==> src/sv/rk4sf_pkg.sv <==
// Shared types, widths and the saturation helper of the RK4 spring-friction step block.
package rk4sf_pkg;

    // Q8.24 data word and the guard width used ahead of saturation.
    localparam int DATA_W = 32;
    localparam int WIDE_W = 40;

    // Weighted sum of the four slopes (k0 + 2*k1 + 2*k2 + k3) needs 35 signed bits.
    localparam int SUM_W  = 35;

    // Rounded sum divided by six, signed.
    localparam int QUOT_W = 33;

    // Configuration register indexes.
    localparam int CFG_IDX_W = 2;
    localparam logic [CFG_IDX_W-1:0] REG_ACCEL_GAIN = 2'd0;
    localparam logic [CFG_IDX_W-1:0] REG_ACCEL_BIAS = 2'd1;
    localparam logic [CFG_IDX_W-1:0] REG_STEP_SIZE  = 2'd2;

    localparam int STEP_W = 31;
    localparam logic [STEP_W-1:0] STEP_SIZE_RESET = 31'd16777;

    // A clamped value together with its overflow mark.
    typedef struct packed {
        logic signed [DATA_W-1:0] val;
        logic                     ovf;
    } sat_t;

    // Clamps a 40-bit signed value into the signed 32-bit range.
    function automatic sat_t sat40(input logic signed [WIDE_W-1:0] x);
        sat_t r;
        if (x[WIDE_W-1:DATA_W-1] == {(WIDE_W-DATA_W+1){x[DATA_W-1]}})
        begin
            r.val = x[DATA_W-1:0];
            r.ovf = 1'b0;
        end
        else
        begin
            r.val = x[WIDE_W-1] ? {1'b1, {(DATA_W-1){1'b0}}} : {1'b0, {(DATA_W-1){1'b1}}};
            r.ovf = 1'b1;
        end
        return r;
    endfunction

endpackage

==> src/sv/rk4sf_mul.sv <==
// Shared Q8.24 multiplier: registered full product, then round-to-nearest and clamp.
module rk4sf_mul (
    input  logic                                clk,
    input  logic signed [rk4sf_pkg::DATA_W-1:0] op_a,
    input  logic signed [rk4sf_pkg::DATA_W-1:0] op_b,
    output rk4sf_pkg::sat_t                     res
);

    localparam int PROD_W = 2 * rk4sf_pkg::DATA_W;
    localparam int FRAC_W = 24;

    logic signed [PROD_W-1:0] prod_reg;
    logic signed [PROD_W-1:0] rounded;

    always_ff @(posedge clk)
    begin
        prod_reg <= op_a * op_b;
    end

    // Adding one half and shifting arithmetically rounds ties toward plus infinity.
    assign rounded = prod_reg + (PROD_W'(1) <<< (FRAC_W - 1));
    assign res     = rk4sf_pkg::sat40(rounded[PROD_W-1:FRAC_W]);

endmodule

==> config.mk <==
export PLATFORM = sky130hd
export DESIGN_NAME = rk4sf_mul
export DESIGN_NICKNAME = d
export VERILOG_FILES = /design/src/sv/rk4sf_pkg.sv /design/src/sv/rk4sf_mul.sv
export SDC_FILE = /design/constraint.sdc
export NUM_CORES = 2
export LEC_CHECK = 0
export BUFFER_PORTS_ARGS = -buffer_cell sky130_fd_sc_hd__buf_2
export CAP_MARGIN = 20
export CORE_MARGIN = 3
export CORE_UTILIZATION = 35
export DETAILED_ROUTE_END_ITERATION = 6
export PLACE_DENSITY = 0.51
export REMOVE_ABC_BUFFERS = 1
export SLEW_MARGIN = 25
export SYNTH_ARGS = -nofsm -noshare
export SYNTH_HDL_FRONTEND = slang
export SYNTH_SLANG_ARGS = --single-unit
==> constraint.sdc <==
create_clock -name clk -period 14.2 [get_ports clk]
set_input_delay 2.84 -clock clk [delete_from_list [all_inputs] [get_ports clk]]
set_output_delay 2.84 -clock clk [all_outputs]
set_load 0.1 [all_outputs]
==> impl_metrics.env <==
export IMPL_grt_pass1_wl_mm=172
export IMPL_crit_path_start_kind="input port"
export IMPL_syn_instance_count=4023
export IMPL_rsz0062_at_grt="false"
export IMPL_path_common_cell="fa_1"
export IMPL_fmax_mhz=92.1
export IMPL_grt_max_degree=33
export IMPL_syn_cell_area_sq_mm=0.0376
export IMPL_largest_register_ffs=41
export IMPL_cts_path_max_buffers=2
export IMPL_detail_route_antenna_nets=0
export IMPL_critPathArrivalTime_ns=11.07
export IMPL_drt_total_wl_mm=104
export IMPL_clkTransAtPathRegs_ns=0.06
export IMPL_fp_row_count=119
export IMPL_fin_hold_ws_ns=3.97
export IMPL_finalHoldViolCount=0
export IMPL_place_hpwl_mm=86.1
export IMPL_place_congestion=0.875
export IMPL_slew_violations=0
export IMPL_worstMarginPinSlew_ns=1.12
export IMPL_die_x_microns=334
export IMPL_cts_sinks=41
export IMPL_final_cells=5351
export IMPL_fin_crit_ns=10.86
export IMPL_fin_nets=5285
export IMPL_post_route_drc_count=0
export IMPL_root_buffer="clkbuf_16"
export IMPL_hold_start="prod_reg[51]$_DFF_P_"
export IMPL_dr_total_vias=25700
export IMPL_yosysSeqAreaShare_pct=2.18
export IMPL_hold_class="flip-flop to output pin"
export IMPL_antenna_found_initial=7
export IMPL_synth_cell_types=70
export IMPL_cts_buffers=5
export IMPL_drt_iter0_markers=1128
export IMPL_async_flop_share_pct=0
export IMPL_synth_edf_count=0
export IMPL_cts_max_level=2
export IMPL_status="complete, no violations"
export IMPL_dp_cells=5342
export IMPL_multi_input_area_sq_mm=0.0322
export IMPL_regArea_sq_um=821
export IMPL_ys_warn_count=0
export IMPL_cts_tree="done"
export IMPL_die_height_microns=334
export IMPL_worstPathMaxFanout=22
export IMPL_dieArea_sq_mm=0.111
export IMPL_holdBufCountCts=0
export IMPL_worstSetupPathType="input port to flip-flop"
export IMPL_fillers=10900
export IMPL_cp_slowest_stage_delay_ns=0.84
export IMPL_io_buffer_count=97
export IMPL_wl_per_cell_microns=19.4
export IMPL_ys_seq_elements=41
export IMPL_grt_pass1_vias=30000
export IMPL_cp_required_ns=14.41
export IMPL_synth_ff_type="dfxtp_1"
export IMPL_drv_cap=0
export IMPL_pin_count=98
export IMPL_avgViaCountPerCell=4.80
export IMPL_holdPathStages=4
export IMPL_drive_gt1_share_pct=4.60
export IMPL_grt_usage_pct=19.7
export IMPL_cp_slowest_cell="fa_1"
export IMPL_end_kind="flip-flop"
export IMPL_fin_crit_sh_pct=76.5
export IMPL_grt_overflow_total=0
export IMPL_drt_pass1_iter_count=7
export IMPL_syn_to_final_growth_pct=4.90
export IMPL_start_util_pct=35.5
export IMPL_whs_endpoint="res[28]"
export IMPL_setup_tns_ns=0
export IMPL_ctsResizeCount=0
export IMPL_core_sq_mm=0.106
export IMPL_cts_setup_buffers=0
export IMPL_final_core_util_pct=37.2
export IMPL_synth_area_per_cell_sq_um=9.35
export IMPL_slew_limit_headroom_pct=24.7
export IMPL_setup_viol=0
-- worst max-delay path: cells and delay by family --
kind | cells | cell delay [ns]
AOI/OAI and AO/OA | 8 | 1.42
xor gates and xnor gates | 1 | 0.13
adders and majority gates | 9 | 4.94
buffers and inverters | 8 | 1.54
and+or+nand+nor | 1 | 0.15
-- cell usage in the layout, fill, tap and decap left out, drive strengths merged, types with 3 or more instances in the layout --
master and instances:
nor2b 4, dfxtp 41, inv 999, xor2 28
a31oi 9, a221oi 5, o21ai 44, a21o 22
o31ai 3, nand2b 7, nand4 16, nor2 69
and3 14, ha 181, o21bai 8, and2 510
xnor2 62, a21oi 60, nor4 7, and4 4
a211oi 4, o211ai 5, a31o 3, nand2 551
or3 4, buf 135, nand3 31, clkbuf 6
fa 1081, o21a 5, a41oi 4, nor3 14
-- routing by layer --
metal  part of all wire, %  GRT usage, %  routed length [microns]
met3                   3.1          1.30                     3260
met1                    44          26.1                    45400
met2                    51          36.1                    53300
met5                     0             0                        0
met4                   1.7          3.04                     1810
-- kinds of logic (layout without fill, tap and decap cells) --
family | count (synthesis) | after routing | share of synthesized area, %
adders and majority gates | 1262 | 1262 | 63.6
and+or+nand+nor | 1239 | 1239 | 16.7
buffers and inverters | 1206 | 1142 | 12.1
AOI/OAI and AO/OA | 185 | 185 | 3.25
xor gates and xnor gates | 90 | 90 | 2.15
DFF | 41 | 41 | 2.18
other | 0 | 1 | 0
-- worst max-delay path by stage --
| stage | slack, ns | from | endpoint | cells after the start |
|---|---|---|---|---|
| final | 3.34 | op_b[8] | prod_reg[62]$_DFF_P_ | 27 |
| after global routing | 2.78 | op_a[31] | prod_reg[57]$_DFF_P_ | 27 |
| after CTS | 3.32 | op_b[8] | prod_reg[62]$_DFF_P_ | 27 |
| after detailed placement | 3.07 | op_b[8] | prod_reg[62]$_DFF_P_ | 27 |
| after global placement | 3.11 | op_a[31] | prod_reg[56]$_DFF_P_ | 28 |
| after floorplan | 4.38 | op_a[31] | prod_reg[56]$_DFF_P_ | 27 |
-- cells in the mapped netlist, types with 8 or more instances --
cell type  count  area share, %
a21oi_1       59           0.79
o21ai_2        9           0.21
dfxtp_1       41            2.2
ha_1         181            6.0
a21o_1        22           0.44
inv_1        998             10
nand2_1      549            5.5
o21bai_1       8           0.16
o21ai_1        9           0.12
clkbuf_1     197            2.0
nor3_1        12           0.16
o21ai_0       26           0.35
xnor2_1       61            1.4
fa_1        1081             58
xor2_1        28           0.65
nand4_1       13           0.22
nand3_1       29           0.39
and2_1       510            8.5
nor2_1        65           0.65
and3_1        11           0.18
a31oi_1        9           0.15
-- final cells by class --
cell class	instances	share of cell area, %
timing repair buffer	135	1.95
antenna	1	0.00634
clock inverter	2	0.0381
tap	1391	4.41
inverter	999	9.51
multi-input combinational	2776	81.7
clock buffer	6	0.327
sequential	41	2.08
-- through the flow --
stage               instance area [sq um]  setup slack, ns
floorplan                           36800             4.38
detailed placement                  39300             3.07
CTS                                 39400             3.32
global route                        39400             2.78
global placement                    39300             3.11
finish                              39400             3.34
Power is not shown: default switching activity piles up to over one toggle a cycle in this logic, so the estimate is an artifact.
