## src/sv/rk4sf_pkg.sv

```systemverilog
// Shared types, widths and the saturation helper of the RK4 spring-friction step block.
package rk4sf_pkg;

    // Q8.24 data word and the guard width used ahead of saturation.
    localparam int DATA_W = 32;
    localparam int WIDE_W = 40;

    // Weighted sum of the four slopes (k0 + 2*k1 + 2*k2 + k3) needs 35 signed bits.
    localparam int SUM_W  = 35;

    // Rounded sum divided by six, signed.
    localparam int QUOT_W = 33;

    // Configuration register indexes.
    localparam int CFG_IDX_W = 2;
    localparam logic [CFG_IDX_W-1:0] REG_ACCEL_GAIN = 2'd0;
    localparam logic [CFG_IDX_W-1:0] REG_ACCEL_BIAS = 2'd1;
    localparam logic [CFG_IDX_W-1:0] REG_STEP_SIZE  = 2'd2;

    localparam int STEP_W = 31;
    localparam logic [STEP_W-1:0] STEP_SIZE_RESET = 31'd16777;

    // A clamped value together with its overflow mark.
    typedef struct packed {
        logic signed [DATA_W-1:0] val;
        logic                     ovf;
    } sat_t;

    // Clamps a 40-bit signed value into the signed 32-bit range.
    function automatic sat_t sat40(input logic signed [WIDE_W-1:0] x);
        sat_t r;
        if (x[WIDE_W-1:DATA_W-1] == {(WIDE_W-DATA_W+1){x[DATA_W-1]}})
        begin
            r.val = x[DATA_W-1:0];
            r.ovf = 1'b0;
        end
        else
        begin
            r.val = x[WIDE_W-1] ? {1'b1, {(DATA_W-1){1'b0}}} : {1'b0, {(DATA_W-1){1'b1}}};
            r.ovf = 1'b1;
        end
        return r;
    endfunction

endpackage

```

## src/sv/rk4sf_div6.sv

```systemverilog
// Three-stage pipeline that divides the weighted slope sum by six, rounding ties away from zero.
module rk4sf_div6 (
    input  logic                                clk,
    input  logic signed [rk4sf_pkg::SUM_W-1:0]  sum,
    output logic signed [rk4sf_pkg::QUOT_W-1:0] quot
);

    localparam int MAG_W   = 34;
    localparam int LO_W    = 18;
    localparam int HI_W    = MAG_W - LO_W;
    localparam int X_W     = 21;
    localparam int Q_W     = 19;
    localparam int QH_W    = 14;
    localparam int R_W     = 3;
    localparam int RCP_W   = 22;
    localparam int PRD_W   = X_W + RCP_W;
    localparam int RCP_SH  = 24;
    localparam logic [RCP_W-1:0] RECIP_6 = 22'd2796203;

    // Exact floor(x / 6) for every x below 2^21, the full input range, by a reciprocal multiply.
    function automatic logic [Q_W-1:0] div6(input logic [X_W-1:0] x);
        logic [PRD_W-1:0] p;
        p = PRD_W'(x) * PRD_W'(RECIP_6);
        return p[RCP_SH+Q_W-1:RCP_SH];
    endfunction

    logic [rk4sf_pkg::SUM_W-1:0] mag;
    logic [MAG_W-1:0]            m_reg;
    logic                        neg1_reg;
    logic [X_W-1:0]              x_hi;
    logic [Q_W-1:0]              q_hi;
    logic [X_W-1:0]              rem_hi;
    logic [QH_W-1:0]             qh_reg;
    logic [R_W-1:0]              rh_reg;
    logic [LO_W-1:0]             ml_reg;
    logic                        neg2_reg;
    logic [Q_W-1:0]              q_lo;
    logic [rk4sf_pkg::QUOT_W-1:0] q_mag;

    assign mag    = sum[rk4sf_pkg::SUM_W-1] ? -sum : sum;
    assign x_hi   = {{(X_W-HI_W){1'b0}}, m_reg[MAG_W-1:LO_W]};
    assign q_hi   = div6(x_hi);
    assign rem_hi = x_hi - X_W'(q_hi * X_W'(6));
    assign q_lo   = div6({rh_reg, ml_reg});
    assign q_mag  = {1'b0, qh_reg, q_lo[LO_W-1:0]};

    always_ff @(posedge clk)
    begin
        m_reg    <= mag[MAG_W-1:0] + MAG_W'(3);
        neg1_reg <= sum[rk4sf_pkg::SUM_W-1];
        qh_reg   <= q_hi[QH_W-1:0];
        rh_reg   <= rem_hi[R_W-1:0];
        ml_reg   <= m_reg[LO_W-1:0];
        neg2_reg <= neg1_reg;
        quot     <= neg2_reg ? -q_mag : q_mag;
    end

endmodule
```

## config.mk

```make
export PLATFORM = sky130hd
export DESIGN_NAME = rk4sf_div6
export DESIGN_NICKNAME = d
export VERILOG_FILES = /design/src/sv/rk4sf_pkg.sv /design/src/sv/rk4sf_div6.sv
export SDC_FILE = /design/constraint.sdc
export NUM_CORES = 1
export LEC_CHECK = 0
export BUFFER_PORTS_ARGS = -buffer_cell sky130_fd_sc_hd__buf_2
export CAP_MARGIN = 20
export CORE_MARGIN = 5
export CORE_UTILIZATION = 23
export CTS_BUF_LIST = sky130_fd_sc_hd__clkbuf_2
export DETAILED_ROUTE_END_ITERATION = 7
export MAX_ROUTING_LAYER = met4
export PLACE_DENSITY = 0.49
export SYNTH_ARGS = -nofsm -noshare
export SYNTH_HDL_FRONTEND = slang
export SYNTH_SLANG_ARGS = --single-unit
```

## constraint.sdc

```tcl
create_clock -name clk -period 15.95 [get_ports clk]
set_input_delay 1.595 -clock clk [delete_from_list [all_inputs] [get_ports clk]]
set_output_delay 1.595 -clock clk [all_outputs]
set_load 0.01 [all_outputs]
```

==> qor.yml, run 1 <==
status: "finished, final reports clean"
vias: 11500
cts_buffers: 9
synthFlopType: "dfxtp_1"
tightest_slew_ps: 892
overflow: 0
post-route-drc-count: 0
cts_root_buf: "clkbuf_2"
start_util_pct: 23.1
max_slew_margin_pct: 40.2
worst-setup-path-type: "flop to flop"
clkSinkCount: 104
grt_pass1_wl_um: 66000
reg2reg_from: "ml_reg[3]"
seqCellArea_sq_mm: 0.00208
async_flop_share_pct: 0
hold_depth: 0
place.port_buffers: 68
end_kind: "flop"
crit_required_ps: 16640
clk_latency_ps: 760
rows: 96
ctsLongestPathBuffers: 2
hold_path.startpoint: "m_reg[16]"
nets: 2260
arrival_ps: 8690
post_cts_buffers: 0
wire_per_inst_um: 15.0
cts_resized: 0
crit_path_max_fanout: 12
syn_nets: 2214
rrSetupSlack_ps: 7950
drv_cap: 0
drt_iter0_drc: 446
die_w_um: 272
hold_path_end: "ml_reg[16]"
synth_edf_count: 0
antenna_found_initial: 4
min_path_type: "flop to flop"
syn_to_final_growth_pct: 9.28
syn_inst: 1687
synthTopCellsByArea: "fa_1 25%, ha_1 23%, dfxtp_1 13%"
fin_crit_sh_pct: 50.1
ios: 69
hold_buffers: 0
start_kind: "flop"
setup_violations: 0
cts_tree: "done"
dp_hpwl_um: 34900
reg2reg_to: "quot[26]"
skew_ps: 47.4
clkTransAtPathRegs_ps: 260
place_congestion: 0.931
seq_area_frac_synth_pct: 13.2
r2r_cells: 22
period_needed_ps: 8000
htreeDepth: 3
hold_violations: 0
fp.dieH_um: 272
rsz0062_at_grt: "no"
max_freq_mhz: 125
synth-seq-cells: 104
yosysUniqueCellTypes: 76
ant_nets: 0
yosys.area.top_type: "fa_1"
yosys_warnings: 0
yosys.area.top_type_share_pct: 25.3
multi_input_area_sq_mm: 0.0124
syn_area_per_cell_sq_um: 9.38
largest_reg_flops: 34
slew_violations: 0
dr.pass1.iters: 5
drt_wl_total_um: 39400
final_layout_size_suffix_gt1_share_pct: 6.21
die_area_sq_mm: 0.0742
via_per_inst: 4.38
core_region_area_sq_mm: 0.0685
setup-tns-final_ps: 0
synth_area_sq_mm: 0.0158
grt_pass1_vias: 12600
fill_cells: 7408
track_usage_pct: 11.3
grt_max_degree: 52
==> worst max path at each step <==
| stage | cells past startpoint | startpoint | slack, ps | endpoint |
|---|---|---|---|---|
| floorplan | 23 | ml_reg[17] | 9190 | quot[19] |
| global placement | 22 | ml_reg[17] | 7960 | quot[21] |
| detailed placement | 25 | ml_reg[11] | 7900 | quot[23] |
| CTS | 25 | ml_reg[11] | 7870 | quot[23] |
| global route | 25 | ml_reg[11] | 7280 | quot[23] |
| finish | 22 | ml_reg[3] | 7950 | quot[26] |
==> area by class of cell <==
type	instances	area share, %
Antenna cell	4	0.0579
Sequential cell	104	12.0
Inverter	331	7.18
Timing Repair Buffer	70	2.17
Clock buffer	12	0.347
Clock inverter	4	0.398
Multi-Input combinational cell	1217	71.4
Tap cell	882	6.38
==> Yosys cell counts, types with 5 or more instances <==
cell type,count
fa_1,200
nand4_1,19
nand3_1,24
nor4_1,10
o21ai_0,48
and3_1,5
dfxtp_1,104
or2_2,6
o211ai_1,11
mux2i_1,7
o41ai_1,13
o31a_1,6
ha_1,291
nand2_1,82
nor2_1,63
clkbuf_1,27
nand2b_1,10
inv_1,331
xnor2_1,95
o31ai_1,22
nand4b_1,6
o22ai_1,5
o21bai_1,15
xor2_1,37
a21oi_1,76
or3_1,13
nor2b_1,9
a211oi_1,6
a21o_1,30
nor3_1,30
==> through the flow <==
| step | utilization, % | instance area [sq um] | hold WS [ps] | setup WS [ps] | instances |
|---|---|---|---|---|---|
| 2_1_floorplan | - | 15800 | 310 | 9190 | 1687 |
| 3_3_place_gp | 25.0 | 17100 | 312 | 7960 | 2603 |
| 3_5_place_dp | 25.0 | 17100 | 312 | 7900 | 2603 |
| 4_1_cts | 25.2 | 17300 | 333 | 7870 | 2619 |
| 5_1_grt | 25.3 | 17300 | 339 | 7280 | 2624 |
| 6_report | 25.3 | 17300 | 333 | 7950 | 2624 |
==> cell families after synthesis <==
group | Yosys count | synth area share [%]
buffers and inverters | 366 | 8.79
DFF | 104 | 13.2
muxes | 8 | 0.514
xor gates and xnor gates | 132 | 7.30
adders and majority gates | 491 | 48.3
AOI/OAI and AO/OA | 284 | 12.0
and+or+nand+nor | 302 | 9.93
==> per-layer routing <==
metal | wire length [um] | GRT usage (%)
met5 | 0 | -
met2 | 20700 | 20.9
met1 | 17000 | 12.9
met4 | 974 | 3.44
met3 | 779 | 1.20
==> worst max-delay path, cell delays in order, from the launching register on <==
cell and delay [ps]:
dfxtp_1 400, ha_1 360, ha_1 370, inv_1 80
fa_1 680, inv_1 110, fa_1 510, fa_1 500
inv_1 60, fa_1 520, inv_1 50, fa_1 450
ha_1 390, nand4_1 150, o22ai_1 310, o2111ai_1 200
o21ai_0 640, a211oi_1 250, o21ai_0 260, xor2_1 290
nand4bb_1 620, o41ai_1 630, xnor2_1 170
==> cells in the final DEF (no fill, tap or decap), types with 15 or more instances in the layout <==
master    instances
nand2_1          82
a21oi_1          76
fa_1            200
inv_1           331
o21bai_1         15
o21ai_0          48
nand4_1          19
o31ai_1          22
nand3_1          24
ha_1            291
nor2_1           63
dfxtp_1         104
xor2_1           37
nor3_1           30
buf_2            68
a21o_1           30
xnor2_1          95
Power of run 1 is left out: the tool's default activity adds up to more than one toggle a clock period on the data nets, which glitch-free logic cannot reach.
==> run 2, diff against run 1 <==
Clock period 15.95 ns to 7.9 ns, I/O delays scaled along.
==> qor.yml, run 2 (same netlist as run 1, synthesis figures left out) <==
vias: 11500  # about the same
rrSetupSlack_ps: 390  # was 7950 ps
syn_to_final_growth_pct: 9.93  # was 9.28%
grt_max_degree: 41  # was 52
place.port_buffers: 68  # unchanged
dr.pass1.iters: 5  # unchanged
largest_reg_flops: 34  # unchanged
clkSinkCount: 104  # unchanged
slew_violations: 0  # unchanged
drt_wl_total_um: 39200  # was 39400 um
setup_violations: 0  # unchanged
rows: 96  # unchanged
worstSetupEndpoint: "quot[32]"  # was quot[26]
drt_iter0_drc: 430  # was 446
clkTransAtPathRegs_ps: 280  # was 260 ps
slowest_delay_ps: 620  # was 680 ps
start_kind: "flop"  # unchanged
wire_per_inst_um: 14.9  # was 15.0 um
ios: 69  # unchanged
grt_pass1_vias: 12400  # was 12600
status: "finished, final reports clean"  # unchanged
htreeDepth: 3  # unchanged
ctsLongestPathBuffers: 2  # unchanged
clk_latency_ps: 760  # about the same
cts_root_buf: "clkbuf_2"  # unchanged
hold_buffers: 0  # unchanged
place_congestion: 0.904  # was 0.931
die_w_um: 272  # unchanged
startpoint: "ml_reg[11]"  # was ml_reg[3]
fill_cells: 7389  # was 7408
cp_slowest_cell: "fa_1"  # unchanged
worst-setup-path-type: "flop to flop"  # unchanged
tightest_slew_ps: 862  # was 892 ps
end_kind: "flop"  # unchanged
r2r_cells: 28  # was 22
ant_nets: 0  # unchanged
core_region_area_sq_mm: 0.0685  # unchanged
drv_cap: 0  # unchanged
final_cell_mix: "331 x inv_1, 291 x ha_1, 200 x fa_1"  # unchanged
reg2reg_to: "quot[32]"  # was quot[26]
max_slew_margin_pct: 42.1  # was 40.2%
dp_hpwl_um: 34700  # was 34900 um
cts_buffers: 9  # unchanged
track_usage_pct: 11.2  # was 11.3%
fin_crit_sh_pct: 95.0  # was 50.1%
skew_ps: 51.3  # was 47.4 ps
top_layer: "met4"  # unchanged
hold_violations: 0  # unchanged
antenna_found_initial: 3  # was 4
wl_met1_um: 17100  # was 17000 um
wl_met3_um: 689  # was 779 um
max_freq_mhz: 133  # was 125 MHz
fp.dieH_um: 272  # unchanged
arrival_ps: 8190  # was 8690 ps
crit_path_max_fanout: 10  # was 12
reg2reg_from: "ml_reg[11]"  # was ml_reg[3]
cpMostUsedCell: "inv_1"  # was fa_1
die_area_sq_mm: 0.0742  # unchanged
min_path_type: "primary input to flop"  # was flop to flop
period_needed_ps: 7510  # was 8000 ps
met2WireLength_um: 20600  # was 20700 um
final_layout_size_suffix_gt1_share_pct: 7.16  # was 6.21%
nets: 2268  # was 2260
overflow: 0  # unchanged
post-route-drc-count: 0  # unchanged
final_common_cell: "inv_1"  # unchanged
grt_pass1_wl_um: 65100  # was 66000 um
crit_required_ps: 8580  # was 16640 ps
cts_tree: "done"  # unchanged
whs_ps: 315  # was 333 ps
via_per_inst: 4.36  # was 4.38
start_util_pct: 23.1  # unchanged
## run 2: through the flow
stage / instances / setup TNS, ps / utilization (%) / setup WS [ps] / cell area, sq um
final: 2632 / 0 / 25.4 / 394 / 17400
after global placement: 2610 / 0 / 25.1 / 28.9 / 17200
after CTS: 2626 / 0 / 25.3 / 13.1 / 17300
after global routing: 2632 / -14.6 / 25.4 / -12.3 / 17400
after floorplan: 1687 / 0 / - / 1140 / 15800
after detailed placement: 2610 / -43.6 / 25.1 / -43.6 / 17200
## run 2: routing by layer
| layer | vias to the layer above | track usage [%] |
|---|---|---|
| li1 | 5777 | - |
| met1 | 5530 | 12.8 |
| met2 | 125 | 20.7 |
| met3 | 43 | 1.20 |
| met4 | 0 | 3.04 |
| met5 | - | - |
## run 2: layout make-up
type / count / area (sq um) / share of cell area (%)
inverters: 331 / 1240 / 7.14
well taps: 882 / 1100 / 6.34
multi-input cells: 1217 / 12400 / 71.3
repair buffers: 78 / 435 / 2.50
clock inverters: 7 / 72.6 / 0.417
diodes: 4 / 10.0 / 0.0575
flip-flops and latches: 104 / 2080 / 12.0
clock buffers: 9 / 45.0 / 0.259
## run 2: timing repair
action / 4_1_cts / 5_1_grt
pin swaps: 0 / 1
resized for setup: 1 / 9
setup endpoints to repair: 1 / 20
buffers inserted: 0 / 1
## run 2: worst min-delay path by stage
| stage | slack, ps | cells after the start | startpoint | endpoint |
|---|---|---|---|---|
| 6_report | 310 | 2 | sum[22] | m_reg[22] |
| 5_1_grt | 210 | 2 | sum[22] | m_reg[22] |
| 4_1_cts | 160 | 2 | sum[22] | m_reg[22] |
| 3_5_place_dp | 310 | 0 | m_reg[10] | ml_reg[10] |
| 3_3_place_gp | 310 | 0 | m_reg[10] | ml_reg[10] |
| 2_1_floorplan | 310 | 0 | m_reg[0] | ml_reg[0] |
## run 2: worst max-delay path, delay by kind of cell, from the launching register on
| kind | cells | cell delay, ps |
|---|---|---|
| flops | 1 | 470 |
| simple gates | 7 | 1930 |
| xor+xnor | 2 | 210 |
| compound gates | 3 | 680 |
| buf+inv | 7 | 580 |
| fa+ha+maj | 9 | 3630 |
Power of run 2 is left out for the same reason.
==> run 3, diff against run 2 <==
--- a/config.mk
+++ b/config.mk
@@ -9,9 +9,9 @@
 export CAP_MARGIN = 20
 export CORE_MARGIN = 5
-export CORE_UTILIZATION = 23
+export CORE_UTILIZATION = 55
 export CTS_BUF_LIST = sky130_fd_sc_hd__clkbuf_2
 export DETAILED_ROUTE_END_ITERATION = 7
 export MAX_ROUTING_LAYER = met4
-export PLACE_DENSITY = 0.49
+export PLACE_DENSITY = 0.84
 export SYNTH_ARGS = -nofsm -noshare
 export SYNTH_HDL_FRONTEND = slang
==> constraint.sdc (replaced) <==
create_clock -name clk -period 7.9 [get_ports clk]
set_input_delay 1.185 -clock clk [delete_from_list [all_inputs] [get_ports clk]]
set_output_delay 1.185 -clock clk [all_outputs]
set_load 0.01 [all_outputs]
==> qor.yml, run 3 (same netlist as run 1, synthesis figures left out) <==
syn_to_final_growth_pct: 5.71  # was 9.93%
clkTransAtPathRegs_ps: 270  # was 280 ps
nets: 2268  # unchanged
met2WireLength_um: 18200  # was 20600 um
crit_required_ps: 8450  # was 8580 ps
top_layer: "met4"  # unchanged
ctsLongestPathBuffers: 2  # unchanged
pre_cts_ws_ps: 177  # was -43.6 ps
setup-tns-final_ps: 0  # unchanged
place.port_buffers: 68  # unchanged
arrival_ps: 8060  # was 8190 ps
dr.pass1.iters: 8  # was 5
largest_reg_flops: 34  # unchanged
grt_max_degree: 52  # was 41
final_common_cell: "inv_1"  # unchanged
vias: 11900  # was 11500
skew_ps: 79.2  # was 51.3 ps
htreeDepth: 3  # unchanged
antenna_found_initial: 3  # unchanged
max_slew_margin_pct: 38.1  # was 42.1%
place_congestion: 0.934  # was 0.904
ant_nets: 0  # unchanged
cts_buffers: 9  # unchanged
fp.dieH_um: 180  # was 272 um
final_layout_size_suffix_gt1_share_pct: 7.11  # was 7.16%
die_w_um: 180  # was 272 um
clk_latency_ps: 660  # was 760 ps
drv_cap: 0  # unchanged
core_region_area_sq_mm: 0.0285  # was 0.0685 sq mm
setup_slack_ps: 389  # was 394 ps
status: "finished, final reports clean"  # unchanged
clkSinkCount: 104  # unchanged
die_area_sq_mm: 0.0323  # was 0.0742 sq mm
rsz0062_at_grt: "no"
ios: 69  # unchanged
drt_iter0_drc: 639  # was 430
max_freq_mhz: 133  # about the same
fin_cells: 2131  # was 2632
wl_met1_um: 15000  # was 17100 um
wire_per_inst_um: 16.7  # was 14.9 um
grt_pass1_wl_um: 60900  # was 65100 um
crit_path_max_fanout: 10  # unchanged
cts_tree: "done"  # unchanged
grt_pass1_vias: 12500  # was 12400
start_util_pct: 55.5  # was 23.1%
wl_met3_um: 1370  # was 689 um
dp_hpwl_um: 31100  # was 34700 um
hold_violations: 0  # unchanged
setup_violations: 0  # unchanged
dp.cells: 2109  # was 2610
min_path_type: "flop to flop"  # was primary input to flop
end_kind: "flop"  # unchanged
post-route-drc-count: 0  # unchanged
tightest_slew_ps: 928  # was 862 ps
via_per_inst: 5.59  # was 4.36
period_needed_ps: 7510  # about the same
slew_violations: 0  # unchanged
fill_cells: 2441  # was 7389
drt_wl_total_um: 35700  # was 39200 um
fin_crit_sh_pct: 95.1  # was 95.0%
overflow: 0  # unchanged
cts_root_buf: "clkbuf_2"  # unchanged
track_usage_pct: 23.3  # was 11.2%
rows: 62  # was 96
start_kind: "flop"  # unchanged
final_cell_mix: "331 x inv_1, 291 x ha_1, 200 x fa_1"  # unchanged
worst-setup-path-type: "flop to flop"  # unchanged
## run 3: stage by stage
stage | hold WS (ps) | cell area (sq um) | utilization, %
floorplan | 310 | 15800 | -
finish | 323 | 16700 | 58.6
global placement | 312 | 16500 | 57.9
CTS | 325 | 16600 | 58.3
global route | 328 | 16700 | 58.6
detailed placement | 313 | 16500 | 57.9
## run 3: critical path: stages, from the launching register on
cell,delay (ps)
dfxtp_1,420
ha_1,320
inv_1,80
fa_1,480
inv_1,90
fa_1,540
inv_1,50
fa_1,490
inv_1,60
fa_1,530
inv_1,60
fa_1,530
inv_1,50
fa_1,470
ha_1,400
nand2_1,120
nor3_1,410
nand3_1,130
a21oi_1,310
nand2b_1,210
xnor2_1,170
inv_1,100
ha_1,180
and4b_1,290
nand4bb_2,320
or4_1,490
o21a_1,180
## run 3: area by class of cell
type,count,area (sq um),area share [%]
clock buffer,9,45.0,0.269
inverter,331,1240,7.42
timing repair buffer,78,415,2.48
antenna,2,5.00,0.0299
sequential,104,2080,12.4
tap,384,480,2.87
multi-input combinational,1217,12400,74.2
clock inverter,6,55.1,0.329
## run 3: layer usage
metal | GRT usage (%) | vias up
met5 | - | -
met4 | 8.38 | 0
met3 | 1.90 | 72
met2 | 40.5 | 291
met1 | 28.7 | 5792
li1 | - | 5764
## run 3: worst paths after layout
path,slack [ps],cells past startpoint,to,startpoint
setup / recovery,390,26,quot[32],ml_reg[17]
hold / removal,320,0,ml_reg[8],m_reg[8]
setup reg to reg,390,26,quot[32],ml_reg[17]
hold reg to reg,320,0,ml_reg[8],m_reg[8]
## run 3: timing repair
item                       4_1_cts  5_1_grt
buffers inserted                 0        5
hold buffers                     0        0
setup endpoints to repair        0       19
resized for setup                0        9
Power of run 3 is left out for the same reason.
